--- src/rtl/ccm_pkg.sv ---
package ccm_pkg;

	localparam int TIME_W      = 32;
	localparam int GAP_W       = 16;
	localparam int IDLE_W      = 20;
	localparam int SLEEP_W     = 32;
	localparam int CFG_W       = 32;
	localparam int CFG_IDX_W   = 2;
	localparam int RPM_W       = 24;
	localparam int CRANK_W     = 16;
	localparam int REVS_W      = 32;
	localparam int PEND_W      = 8;
	localparam int IN_TDATA_W  = 32;
	localparam int OUT_TDATA_W = 80;

	// divider: 42-bit dividend covers interval * 1024
	localparam int CRANK_SHIFT = 10;
	localparam int DIV_N_W     = TIME_W + CRANK_SHIFT;
	localparam int DIV_D_W     = TIME_W;

	localparam logic [TIME_W-1:0]  RPM_SCALE = 32'd15360000; // 60000 * 256
	localparam logic [DIV_D_W-1:0] MS_PER_S  = 32'd1000;
	localparam logic [RPM_W-1:0]   RPM_MAX   = 24'hFFFFFF;

	localparam logic [GAP_W-1:0]   GAP_RST   = 16'd200;
	localparam logic [IDLE_W-1:0]  IDLE_RST  = 20'd3000;
	localparam logic [SLEEP_W-1:0] SLEEP_RST = 32'd600000;

	typedef enum logic [CFG_IDX_W-1:0] {
		CFG_MIN_GAP = 2'd0,
		CFG_IDLE    = 2'd1,
		CFG_SLEEP   = 2'd2
	} cfg_idx_t;

	typedef enum logic {
		CMD_PULSE  = 1'b0,
		CMD_SAMPLE = 1'b1
	} cmd_t;

	typedef enum logic [2:0] {
		ST_IDLE,
		ST_EVAL,
		ST_DIV_RPM,
		ST_DIV_CRANK,
		ST_OUT
	} state_t;

endpackage

--- src/rtl/crank_cadence_meter.sv ---
// Path: a pulse, or a sample needing no division, passes ST_EVAL and ST_OUT; a cadence
// decay adds ST_DIV_RPM, and pending revolutions add ST_DIV_RPM and ST_DIV_CRANK.
// Throughput: one item at a time; next input taken once the result is registered.
// The shared bit-serial divider (42 steps per division) sets the sample time.
// Reset (arst_n low, asynchronous): tracking state zero, regs to 200 / 3000 / 600000.
module crank_cadence_meter (
	input  logic                               clk,
	input  logic                               arst_n,
	input  logic                               s_tvalid,
	output logic                               s_tready,
	input  logic [ccm_pkg::IN_TDATA_W-1:0]     s_tdata,  // [31:0] time_ms
	input  logic                               s_tuser,  // [0] command
	output logic                               m_tvalid,
	input  logic                               m_tready,
	// [23:0] rpm_q8, [39:24] crank_time_1024, [71:40] total_revs, [72] sleep_due
	output logic [ccm_pkg::OUT_TDATA_W-1:0]    m_tdata,
	input  logic                               cfg_we,
	input  logic [ccm_pkg::CFG_IDX_W-1:0]      cfg_index,
	input  logic [ccm_pkg::CFG_W-1:0]          cfg_data
);

	localparam int TW = ccm_pkg::TIME_W;

	ccm_pkg::state_t state_q, state_d;

	logic [ccm_pkg::GAP_W-1:0]   gap_q;
	logic [ccm_pkg::IDLE_W-1:0]  idle_q;
	logic [ccm_pkg::SLEEP_W-1:0] sleep_q;

	logic [TW-1:0]               acc_pulse_q;
	logic [TW-1:0]               last_event_q;
	logic [ccm_pkg::PEND_W-1:0]  pending_q;
	logic [ccm_pkg::REVS_W-1:0]  total_q;
	logic [TW-1:0]               sample_time_q;
	logic [TW-1:0]               prev_int_q;
	logic [ccm_pkg::RPM_W-1:0]   cadence_q;
	logic [ccm_pkg::CRANK_W-1:0] crank_q;
	logic                        crank_due_q;

	ccm_pkg::cmd_t               cmd_q;
	logic [TW-1:0]               now_q;
	logic [TW-1:0]               interval_q;

	logic                        m_tvalid_q;
	logic [ccm_pkg::OUT_TDATA_W-1:0] m_tdata_q;

	logic [TW-1:0]               interval;
	logic [TW-1:0]               pulse_gap;
	logic                        pulse_ok;
	logic                        smp_ok;
	logic                        idle_exp;
	logic                        decay;
	logic                        have_revs;
	logic [ccm_pkg::PEND_W-1:0]  revs_sel;
	logic [TW-1:0]               rpm_num;
	logic                        sleep_bit;
	logic                        out_load;

	logic                        div_start;
	logic [ccm_pkg::DIV_N_W-1:0] div_dividend;
	logic [ccm_pkg::DIV_D_W-1:0] div_divisor;
	logic                        div_done;
	logic [ccm_pkg::DIV_N_W-1:0] div_quo;
	logic [ccm_pkg::RPM_W-1:0]   rpm_sat;

	always_comb begin
		interval  = now_q - sample_time_q;
		pulse_gap = now_q - acc_pulse_q;
		pulse_ok  = pulse_gap > {{(TW-ccm_pkg::GAP_W){1'b0}}, gap_q};
		smp_ok    = interval > {{(TW-ccm_pkg::GAP_W){1'b0}}, gap_q};
		idle_exp  = interval > {{(TW-ccm_pkg::IDLE_W){1'b0}}, idle_q};
		decay     = (cadence_q != '0) && (prev_int_q != '0) && (interval > prev_int_q);
		have_revs = pending_q != '0;
		revs_sel  = have_revs ? pending_q : ccm_pkg::PEND_W'(1);
		rpm_num   = TW'(ccm_pkg::RPM_SCALE * {{(TW-ccm_pkg::PEND_W){1'b0}}, revs_sel});
		sleep_bit = (now_q - last_event_q) > ccm_pkg::SLEEP_W'(sleep_q);
		rpm_sat   = (|div_quo[ccm_pkg::DIV_N_W-1:ccm_pkg::RPM_W]) ? ccm_pkg::RPM_MAX
			: div_quo[ccm_pkg::RPM_W-1:0];
	end

	always_comb begin
		state_d      = state_q;
		div_start    = 1'b0;
		div_dividend = {{ccm_pkg::CRANK_SHIFT{1'b0}}, rpm_num};
		div_divisor  = interval;
		out_load     = 1'b0;
		case (state_q)
			ccm_pkg::ST_IDLE: begin
				if (s_tvalid) state_d = ccm_pkg::ST_EVAL;
			end
			ccm_pkg::ST_EVAL: begin
				if (cmd_q == ccm_pkg::CMD_SAMPLE && smp_ok &&
				    (have_revs || (!idle_exp && decay))) begin
					div_start = 1'b1;
					state_d   = ccm_pkg::ST_DIV_RPM;
				end else begin
					state_d = ccm_pkg::ST_OUT;
				end
			end
			ccm_pkg::ST_DIV_RPM: begin
				if (div_done) begin
					if (crank_due_q) begin
						div_start    = 1'b1;
						div_dividend = {interval_q, {ccm_pkg::CRANK_SHIFT{1'b0}}};
						div_divisor  = ccm_pkg::MS_PER_S;
						state_d      = ccm_pkg::ST_DIV_CRANK;
					end else begin
						state_d = ccm_pkg::ST_OUT;
					end
				end
			end
			ccm_pkg::ST_DIV_CRANK: begin
				if (div_done) state_d = ccm_pkg::ST_OUT;
			end
			ccm_pkg::ST_OUT: begin
				if (!m_tvalid_q || m_tready) begin
					out_load = 1'b1;
					state_d  = ccm_pkg::ST_IDLE;
				end
			end
			default: state_d = ccm_pkg::ST_IDLE;
		endcase
	end

	assign s_tready = state_q == ccm_pkg::ST_IDLE;

	always_ff @(posedge clk or negedge arst_n) begin
		if (!arst_n) begin
			state_q       <= ccm_pkg::ST_IDLE;
			gap_q         <= ccm_pkg::GAP_RST;
			idle_q        <= ccm_pkg::IDLE_RST;
			sleep_q       <= ccm_pkg::SLEEP_RST;
			acc_pulse_q   <= '0;
			last_event_q  <= '0;
			pending_q     <= '0;
			total_q       <= '0;
			sample_time_q <= '0;
			prev_int_q    <= '0;
			cadence_q     <= '0;
			crank_q       <= '0;
			crank_due_q   <= 1'b0;
			m_tvalid_q    <= 1'b0;
		end else begin
			state_q <= state_d;

			if (cfg_we) begin
				case (cfg_index)
					ccm_pkg::CFG_MIN_GAP: gap_q   <= cfg_data[ccm_pkg::GAP_W-1:0];
					ccm_pkg::CFG_IDLE:    idle_q  <= cfg_data[ccm_pkg::IDLE_W-1:0];
					ccm_pkg::CFG_SLEEP:   sleep_q <= cfg_data[ccm_pkg::SLEEP_W-1:0];
					default: ;
				endcase
			end

			if (state_q == ccm_pkg::ST_EVAL) begin
				crank_due_q <= 1'b0;
				if (cmd_q == ccm_pkg::CMD_PULSE) begin
					last_event_q <= now_q;
					if (pulse_ok) begin
						pending_q   <= pending_q + 1'b1;
						total_q     <= total_q + 1'b1;
						acc_pulse_q <= now_q;
					end
				end else if (smp_ok) begin
					if (!have_revs) begin
						if (idle_exp) cadence_q <= '0;
					end else begin
						pending_q     <= '0;
						sample_time_q <= now_q;
						prev_int_q    <= interval;
						crank_due_q   <= 1'b1;
					end
				end
			end

			if (state_q == ccm_pkg::ST_DIV_RPM && div_done) cadence_q <= rpm_sat;
			if (state_q == ccm_pkg::ST_DIV_CRANK && div_done)
				crank_q <= crank_q + div_quo[ccm_pkg::CRANK_W-1:0];

			if (out_load) m_tvalid_q <= 1'b1;
			else if (m_tready) m_tvalid_q <= 1'b0;
		end
	end

	always_ff @(posedge clk) begin
		if (s_tvalid && s_tready) begin
			cmd_q <= ccm_pkg::cmd_t'(s_tuser);
			now_q <= s_tdata[TW-1:0];
		end
		if (state_q == ccm_pkg::ST_EVAL) interval_q <= interval;
		if (out_load) begin
			m_tdata_q <= {7'b0, sleep_bit, total_q, crank_q, cadence_q};
		end
	end

	assign m_tvalid = m_tvalid_q;
	assign m_tdata  = m_tdata_q;

	ccm_div #(
		.N_W(ccm_pkg::DIV_N_W),
		.D_W(ccm_pkg::DIV_D_W)
	) u_div (
		.clk      (clk),
		.arst_n   (arst_n),
		.start    (div_start),
		.dividend (div_dividend),
		.divisor  (div_divisor),
		.done     (div_done),
		.quotient (div_quo)
	);

endmodule

--- src/rtl/ccm_div.sv ---
module ccm_div #(
	parameter int N_W = ccm_pkg::DIV_N_W,
	parameter int D_W = ccm_pkg::DIV_D_W
) (
	input  logic           clk,
	input  logic           arst_n,
	input  logic           start,
	input  logic [N_W-1:0] dividend,
	input  logic [D_W-1:0] divisor,
	output logic           done,
	output logic [N_W-1:0] quotient
);

	localparam int CNT_W = $clog2(N_W + 1);

	logic             busy_q;
	logic             done_q;
	logic [CNT_W-1:0] cnt_q;
	logic [D_W-1:0]   rem_q;
	logic [N_W-1:0]   quo_q;
	logic [D_W-1:0]   den_q;

	logic [D_W:0]     shifted;
	logic [D_W:0]     diff;
	logic             ge;
	logic [D_W-1:0]   rem_nx;

	// restoring division, one quotient bit per cycle
	always_comb begin
		shifted = {rem_q, quo_q[N_W-1]};
		ge      = shifted >= {1'b0, den_q};
		diff    = shifted - {1'b0, den_q};
		rem_nx  = ge ? diff[D_W-1:0] : shifted[D_W-1:0];
	end

	always_ff @(posedge clk or negedge arst_n) begin
		if (!arst_n) begin
			busy_q <= 1'b0;
			done_q <= 1'b0;
			cnt_q  <= '0;
		end else begin
			done_q <= 1'b0;
			if (start) begin
				busy_q <= 1'b1;
				cnt_q  <= CNT_W'(N_W - 1);
			end else if (busy_q) begin
				if (cnt_q == '0) begin
					busy_q <= 1'b0;
					done_q <= 1'b1;
				end else begin
					cnt_q <= cnt_q - 1'b1;
				end
			end
		end
	end

	always_ff @(posedge clk) begin
		if (start) begin
			rem_q <= '0;
			quo_q <= dividend;
			den_q <= divisor;
		end else if (busy_q) begin
			rem_q <= rem_nx;
			quo_q <= {quo_q[N_W-2:0], ge};
		end
	end

	assign done     = done_q;
	assign quotient = quo_q;

endmodule

--- config.mk ---
export PLATFORM = sky130hd
export DESIGN_NAME = crank_cadence_meter
export DESIGN_NICKNAME = d
export VERILOG_FILES = /design/src/rtl/ccm_pkg.sv /design/src/rtl/crank_cadence_meter.sv /design/src/rtl/ccm_div.sv
export SDC_FILE = /design/constraint.sdc
export NUM_CORES = 1
export LEC_CHECK = 0
export BUFFER_PORTS_ARGS = -buffer_cell sky130_fd_sc_hd__buf_2
export CAP_MARGIN = 40
export CELL_PAD_IN_SITES_DETAIL_PLACEMENT = 0
export CELL_PAD_IN_SITES_GLOBAL_PLACEMENT = 1
export CORE_UTILIZATION = 35
export CTS_CLUSTER_SIZE = 12
export DETAILED_ROUTE_END_ITERATION = 10
export GPL_ROUTABILITY_DRIVEN = 0
export PLACE_DENSITY_LB_ADDON = 0.1
export SLEW_MARGIN = 15
export SYNTH_ARGS = -nofsm -noshare
export SYNTH_HDL_FRONTEND = slang
export SYNTH_SLANG_ARGS = --single-unit
export TNS_END_PERCENT = 10
--- constraint.sdc ---
create_clock -name clk -period 14.3 [get_ports clk]
set_clock_uncertainty 0.05 [all_clocks]
set_input_delay 0.715 -clock clk [delete_from_list [all_inputs] [get_ports clk]]
set_output_delay 0.715 -clock clk [all_outputs]
set_load 0.03 [all_outputs]
# Yosys cells after proc, flatten, opt, wreduce, memory -nomap -nowiden
# Index checks and enable logic that the tools add are counted.
[op_classes]
multipliers = 1
mux = 48
n_bitwise = 1
addsub = 8
order_cmp = 6
reduce_logical = 36
n_eq_ne = 14
[op_table]
columns = ["operator", "n"]
rows = [
  ["two-way mux 42 bit", 5],
  ["two-way mux 24 bit", 7],
  ["two-way mux 32 bit", 4],
  ["subtractor 32 bit", 4],
  ["greater-than comparator 32 x 16 -> 1 bit", 2],
  ["greater-than comparator 32 bit", 2],
  ["two-way mux 8 bit", 5],
  ["greater-or-equal comparator 33 x 32 -> 1 bit", 1],
  ["adder 32 x 1 -> 32 bit, second input constant", 1],
  ["greater-than comparator 32 x 20 -> 1 bit", 1],
  ["nonzero test 32 bit", 1],
  ["nonzero test 24 bit", 1],
  ["multiplier 11 x 8 -> 19 bit, first input constant", 1],
  ["two-way mux 3 bit", 6],
  ["two-way mux 6 bit", 3],
  ["OR reduction 18 bit", 1],
  ["adder 16 bit", 1],
  ["two-way mux 1 bit", 16],
  ["one-hot mux 3 bit (5 select lines)", 1],
  ["nonzero test 2 bit", 7],
  ["AND reduction 4 bit", 3],
  ["inequality test 2 x 1 -> 1 bit, second input constant", 5],
  ["AND reduction 2 bit", 5],
  ["adder 8 x 1 -> 8 bit, second input constant", 1],
  ["other kinds (18)", 30],
]
[word_totals]
reg_bits = 533
output_inout_bits = 82
input_bits = 72
wordCells = 138

# Depth between registers and ports, before layout
[depth]
word_depth = 10
depth_mapped = 26
ltp_nobuf = 26

# Hierarchy
# Synthesis repeated with hierarchy kept, for this count alone.
[hier_totals]
cells_unflattened = 3335
hier_area_um2 = 33290.7
[by_module_without_submodules]
columns = ["mod", "area_each_um2", "n_inst", "cells_per_inst", "seq_area_each_um2"]
rows = [
  ["crank_cadence_meter", 26640.6, 1, 2697, 11198.2],
  ["ccm_div", 6650.1, 1, 638, 3062.9],
]

# Worst setup path before layout
# Ideal clock, no wire load.
[synth_timing]
path_type = "reg2reg"
start = "register now_q[14]"
end = "register u_div.quo_q[0] (netlist: u_div.quotient[0]), enable pin"
required_time_ns = 13.701
synth_period_minus_slack_ns = 5.862
path_slack_ns = 8.438
arrival_ns = 5.264
path_buffers = 2
stages_incl_launch_ff = 24
setup_time_ns = 0.549
path_cell_list = "edfxtp_1 ha_1 clkbuf_1 a21oi_1 o211ai_1 a311o_1 o21ai_1 a2111oi_0 a211oi_1 inv_1 ha_1 a21o_1 a21o_1 a21oi_1 o311ai_0 a2111oi_0 nor2_1 o211ai_1 a21oi_1 and4b_1 o21ai_2 and2_4 buf_4 nand2b_1"
[synth_between]
elab_chain_cells = 9
elab_cells_between_ends = 13
classes_between = "add/sub (1); order compare (3); mux (2); reduce/logical (7)"
[synth_lines]
columns = ["element", "line", "text"]
rows = [
  ["start, declared", "crank_cadence_meter.sv:41", "logic [TW-1:0] now_q;"],
  ["start signal, assigned", "crank_cadence_meter.sv:188", "now_q <= s_tdata[TW-1:0];"],
  ["subtractor 32 bit *", "crank_cadence_meter.sv:67", "interval = now_q - sample_time_q;"],
  ["named net interval[25]", "crank_cadence_meter.sv:47", "logic [TW-1:0] interval;"],
  ["greater-than comparator 32 x 20 -> 1 bit or greater-than comparator 32 bit (tied branches)", "crank_cadence_meter.sv:71, crank_cadence_meter.sv:72", ""],
  ["logical NOT 1 bit or logical AND 1 bit (tied branches)", "crank_cadence_meter.sv:93, crank_cadence_meter.sv:72", ""],
  ["logical AND 1 bit", "crank_cadence_meter.sv:93", "(have_revs || (!idle_exp && decay))) begin"],
  ["logical OR 1 bit", "crank_cadence_meter.sv:93", ""],
  ["logical AND 1 bit *", "crank_cadence_meter.sv:92", "if (cmd_q == ccm_pkg::CMD_SAMPLE && smp_ok &&"],
  ["two-way mux 1 bit *", "crank_cadence_meter.sv:92", ""],
  ["one-hot mux 1 bit (2 select lines) *", "crank_cadence_meter.sv:87", "case (state_q)"],
  ["nonzero test 2 bit (no line) *", "-", ""],
  ["end signal, assigned", "ccm_div.sv:60", "quo_q <= dividend;"],
  ["end signal, assigned", "ccm_div.sv:64", "quo_q <= {quo_q[N_W-2:0], ge};"],
  ["end, declared", "ccm_div.sv:20", "logic [N_W-1:0] quo_q;"],
]
# Mark *: on every way through the listed nets, which the timed path passes. The rest lies on a longest branch.
# A chain may end at the register's enable or synchronous reset.

# Worst setup path after layout
[layout_timing]
start = "register now_q[11]"
end = "register u_div.quo_q[40] (netlist: u_div.quotient[40]), enable pin"
# Same word-level chain as after synthesis.

==> impl_metrics.csv <==
group,metric,value,unit
route,vias,23450,
yosys,ys_seq_area_frac,0.4407,
clocking,ctsResizeCount,0,
floorplan,die_area,93680,um^2
sta,tightest_slew,0.9350,ns
placed_design,numPortBuffers,146,
route,drtIter0Drc,1035,
floorplan,initial_core_util,0.3530,
sta,rsz0062_at_grt,"no",
setup_path,cp_data_arrival_time,7.34,ns
status,outcome,"complete, no violations",
cells_and_area,layout.nets,3730,
min_path,hold_path.class,"in2async",
sta,maxSlewViolCount,0,
yosys,synth-seq-cells,533,
floorplan,die_h,306.1,um
floorplan,die_x,306.1,um
power,leakage,16.61,nW
placed_design,dp.cells,4436,
route,wire_per_inst,19.34,um
cells_and_area,antenna_cells,0,
route,drt-total-wl,88.31,mm
sta,tns,0,ns
route,final_antenna_net_count,0,
sta,fin_crit,7.019,ns
floorplan,core,91660,um^2
grt,grt_max_degree,130,
power,power.density,266.1,nW/um^2
route,viasPerCell,5.137,
grt,antenna_found_initial,3,
sta,fin_crit_sh,0.4908,
power,seq_power_share,0.261,
grt,grt_pass1_wl,139.7,mm
yosys,netlist_area,32360,um^2
yosys,synthArstFlopShare,0.5422,
clocking,cts_buffers,69,
grt,overflow,0,
grt,grt_usage,0.1909,
yosys,synth_edf_count,212,
setup_path,path_class,"reg2reg",
floorplan,ios,154,
yosys,synth.yosys.warnings,0,
sta,setup_viol,0,
sta,finalHoldViolCount,0,
power,combPwrFrac,0.557,
route,drcViolationCount,0,
cells_and_area,postLayoutCoreUtil,0.4032,
cells_and_area,drive_gt1_frac,0.1500,
yosys,ys_types,95,
yosys,synth_top_flop_cell,"dfrtp_1",
yosys,synth_largest_area_cell,"dfrtp_1",
clocking,cts.sinks,533,
clocking,clk_pin_slew_worst_paths,0.06,ns
clocking,clockRootBuffer,"clkbuf_16",
setup_path,cp_max_fo,30,
power,p_sw_frac,0.4327,
yosys,synthCells,3161,
clocking,postCtsHoldBufs,0,
flow_run,drv_cap,0,
grt,grt_pass1_vias,24430,
clocking,clockBufferDepth,3,
sta,slew_headroom,0.3767,
clocking,cts_setup_buffers,0,
floorplan,rows,111,
placed_design,dp_hpwl,66.99,mm
setup_path,path_cells,"ha_1 -> nand2_1 -> a2111oi_2 -> a311o_1 -> o21ai_1 -> a21o_1 -> a211oi_1 -> inv_1 -> ha_1 -> a21o_1 -> a21o_1 -> a21oi_1 -> o311ai_0 -> a2111oi_0 -> nor2_1 -> o211ai_1 -> a21oi_1 -> and4b_1 -> o21ai_2 -> buf_4 -> and2_4 -> nand2b_2 -> buf_16",
yosys,yosysMostFrequentCell,"inv_1",
setup_path,cp_common_cell,"a21o_1",
yosys,synth.top_cell.area_share,0.2096,
power,vdd_drop_max,0.0001258,V
cells_and_area,syn_to_final_growth,14.21,%
setup_path,crit_slowest_cell,"a211oi_1",
power,p_clk_frac,0.182,
setup_path,required,14.62,ns
sta,max_freq,142.5,MHz
clocking,cts_tree,"built",
yosys,syn_area_per_cell,10.24,um^2
yosys,yosys-top-cells-area,"dfrtp_1 21%, edfxtp_1 20%, ha_1 12%, inv_1 4.0%, o21ai_0 3.5%",
setup_path,cpPeakStageDelay,0.55,ns
power,internal_power,5.580,mW
power,p_sw,4.256,mW
setup_path,cp-end-kind,"flop",
cells_and_area,stdcell_count,4566,
clocking,clkLatencyLatePin,0.63,ns
yosys,synth_common_cells,"341 x inv_1, 308 x ha_1, 271 x dfrtp_1, 254 x nand2_1, 224 x o21ai_0",
route,first_pass_iters,5,
setup_path,critPathLaunchType,"flop",
clocking,htree_levels,3,
-- area by class of cell --
| class | instances | area (um^2) |
|---|---|---|
| well taps | 1186 | 1484 |
| flip-flops and latches | 533 | 14260 |
| multi-input cells | 2191 | 16410 |
| fillers | 8960 | 54700 |
| clock inverters | 26 | 289.0 |
| repair buffers | 187 | 1164 |
| clock buffers | 101 | 2063 |
| inverters | 342 | 1286 |
-- placed cells by master, fill, tap and decap left out, drive strengths merged, types with 45 or more instances in the layout --
master / instances
a211oi: 55
a21o: 74
a21oi: 161
buf: 185
clkbuf: 103
dfrtp: 271
edfxtp: 212
ha: 308
inv: 345
mux2: 96
nand2: 255
nand2b: 45
nand3: 48
nor2: 161
nor3: 49
o21ai: 234
xnor2: 100
xor2: 70
-- power by group through the flow --
stage	sequential, mW	clock (mW)	combinational, mW
floorplan	2.56	0	3.87
global placement	2.59	0	5.42
detailed placement	2.60	0	5.50
finish	2.56	1.79	5.48
global route	2.63	1.91	6.16
CTS	2.57	1.85	5.54
-- metrics by stage --
stage               setup WS (ns)  total power, mW  hold slack [ns]  cell area, um^2
finish                      7.281            9.836          0.05372            36960
global route                6.784            10.70           0.1038            36960
CTS                         7.267            9.964          0.06898            36920
detailed placement          7.340            8.099           0.3819            34570
global placement            7.395            8.012           0.3869            34430
floorplan                   8.438            6.429           0.3694            32380
-- sequential cells by signal, indices dropped and copies added (netlist names), 3 cells and up --
name,cells
sample_time_q,32
m_tdata,73
state_q,3
now_q,32
pending_q,8
prev_int_q,32
acc_pulse_q,32
u_div.den_q,32
u_div.rem_q,32
gap_q,16
last_event_q,32
u_div.quotient,42
total_q,32
idle_q,20
crank_q,16
u_div.cnt_q,6
sleep_q,32
interval_q,32
cadence_q,24
-- path summary, 6_finish.rpt --
check | startpoint | end | slack [ns] | cells past startpoint
worst min register to register | total_q[13] | m_tdata[53] | 0.40 | 0
worst max register to register | now_q[11] | u_div.quotient[40] | 7.28 | 23
worst min-delay path | arst_n | crank_q[9] | 0.05 | 1
worst max-delay path | now_q[11] | u_div.quotient[40] | 7.28 | 23
max in group asynchronous | arst_n | gap_q[6] | 12.28 | 4
min in group clk | s_tdata[25] | now_q[25] | 0.21 | 1
-- cells by family (layout without fill, tap and decap cells) --
| family | after synthesis | after routing | synth area share |
|---|---|---|---|
| xor gates and xnor gates | 170 | 170 | 0.04624 |
| buffers and inverters | 443 | 656 | 0.05483 |
| and+or+nand+nor | 808 | 808 | 0.1238 |
| adders and majority gates | 334 | 334 | 0.1352 |
| AOI/OAI and AO/OA | 732 | 732 | 0.1522 |
| muxes | 140 | 140 | 0.04702 |
| DFF | 533 | 533 | 0.4407 |
| other | 1 | 7 | 0.0001159 |
-- routing by layer --
layer	GRT usage	vias to the layer above	wire, um
li1	-	11600	-
met1	0.2443	11370	40190
met2	0.3291	341	42750
met3	0.02668	140	2454
met4	0.06535	0	2913
met5	0	-	0
-- worst max-delay path: cells and delay by family (launching register included) --
| kind | cells | cell delay [ns] |
|---|---|---|
| buffers and inverters | 3 | 0.94 |
| AO/OA/AOI/OAI | 13 | 3.04 |
| flip-flops | 1 | 0.51 |
| AND/OR/NAND/NOR | 5 | 1.33 |
| adder cells (fa/ha/maj) | 2 | 0.83 |
(Power assumes the default switching activity.)
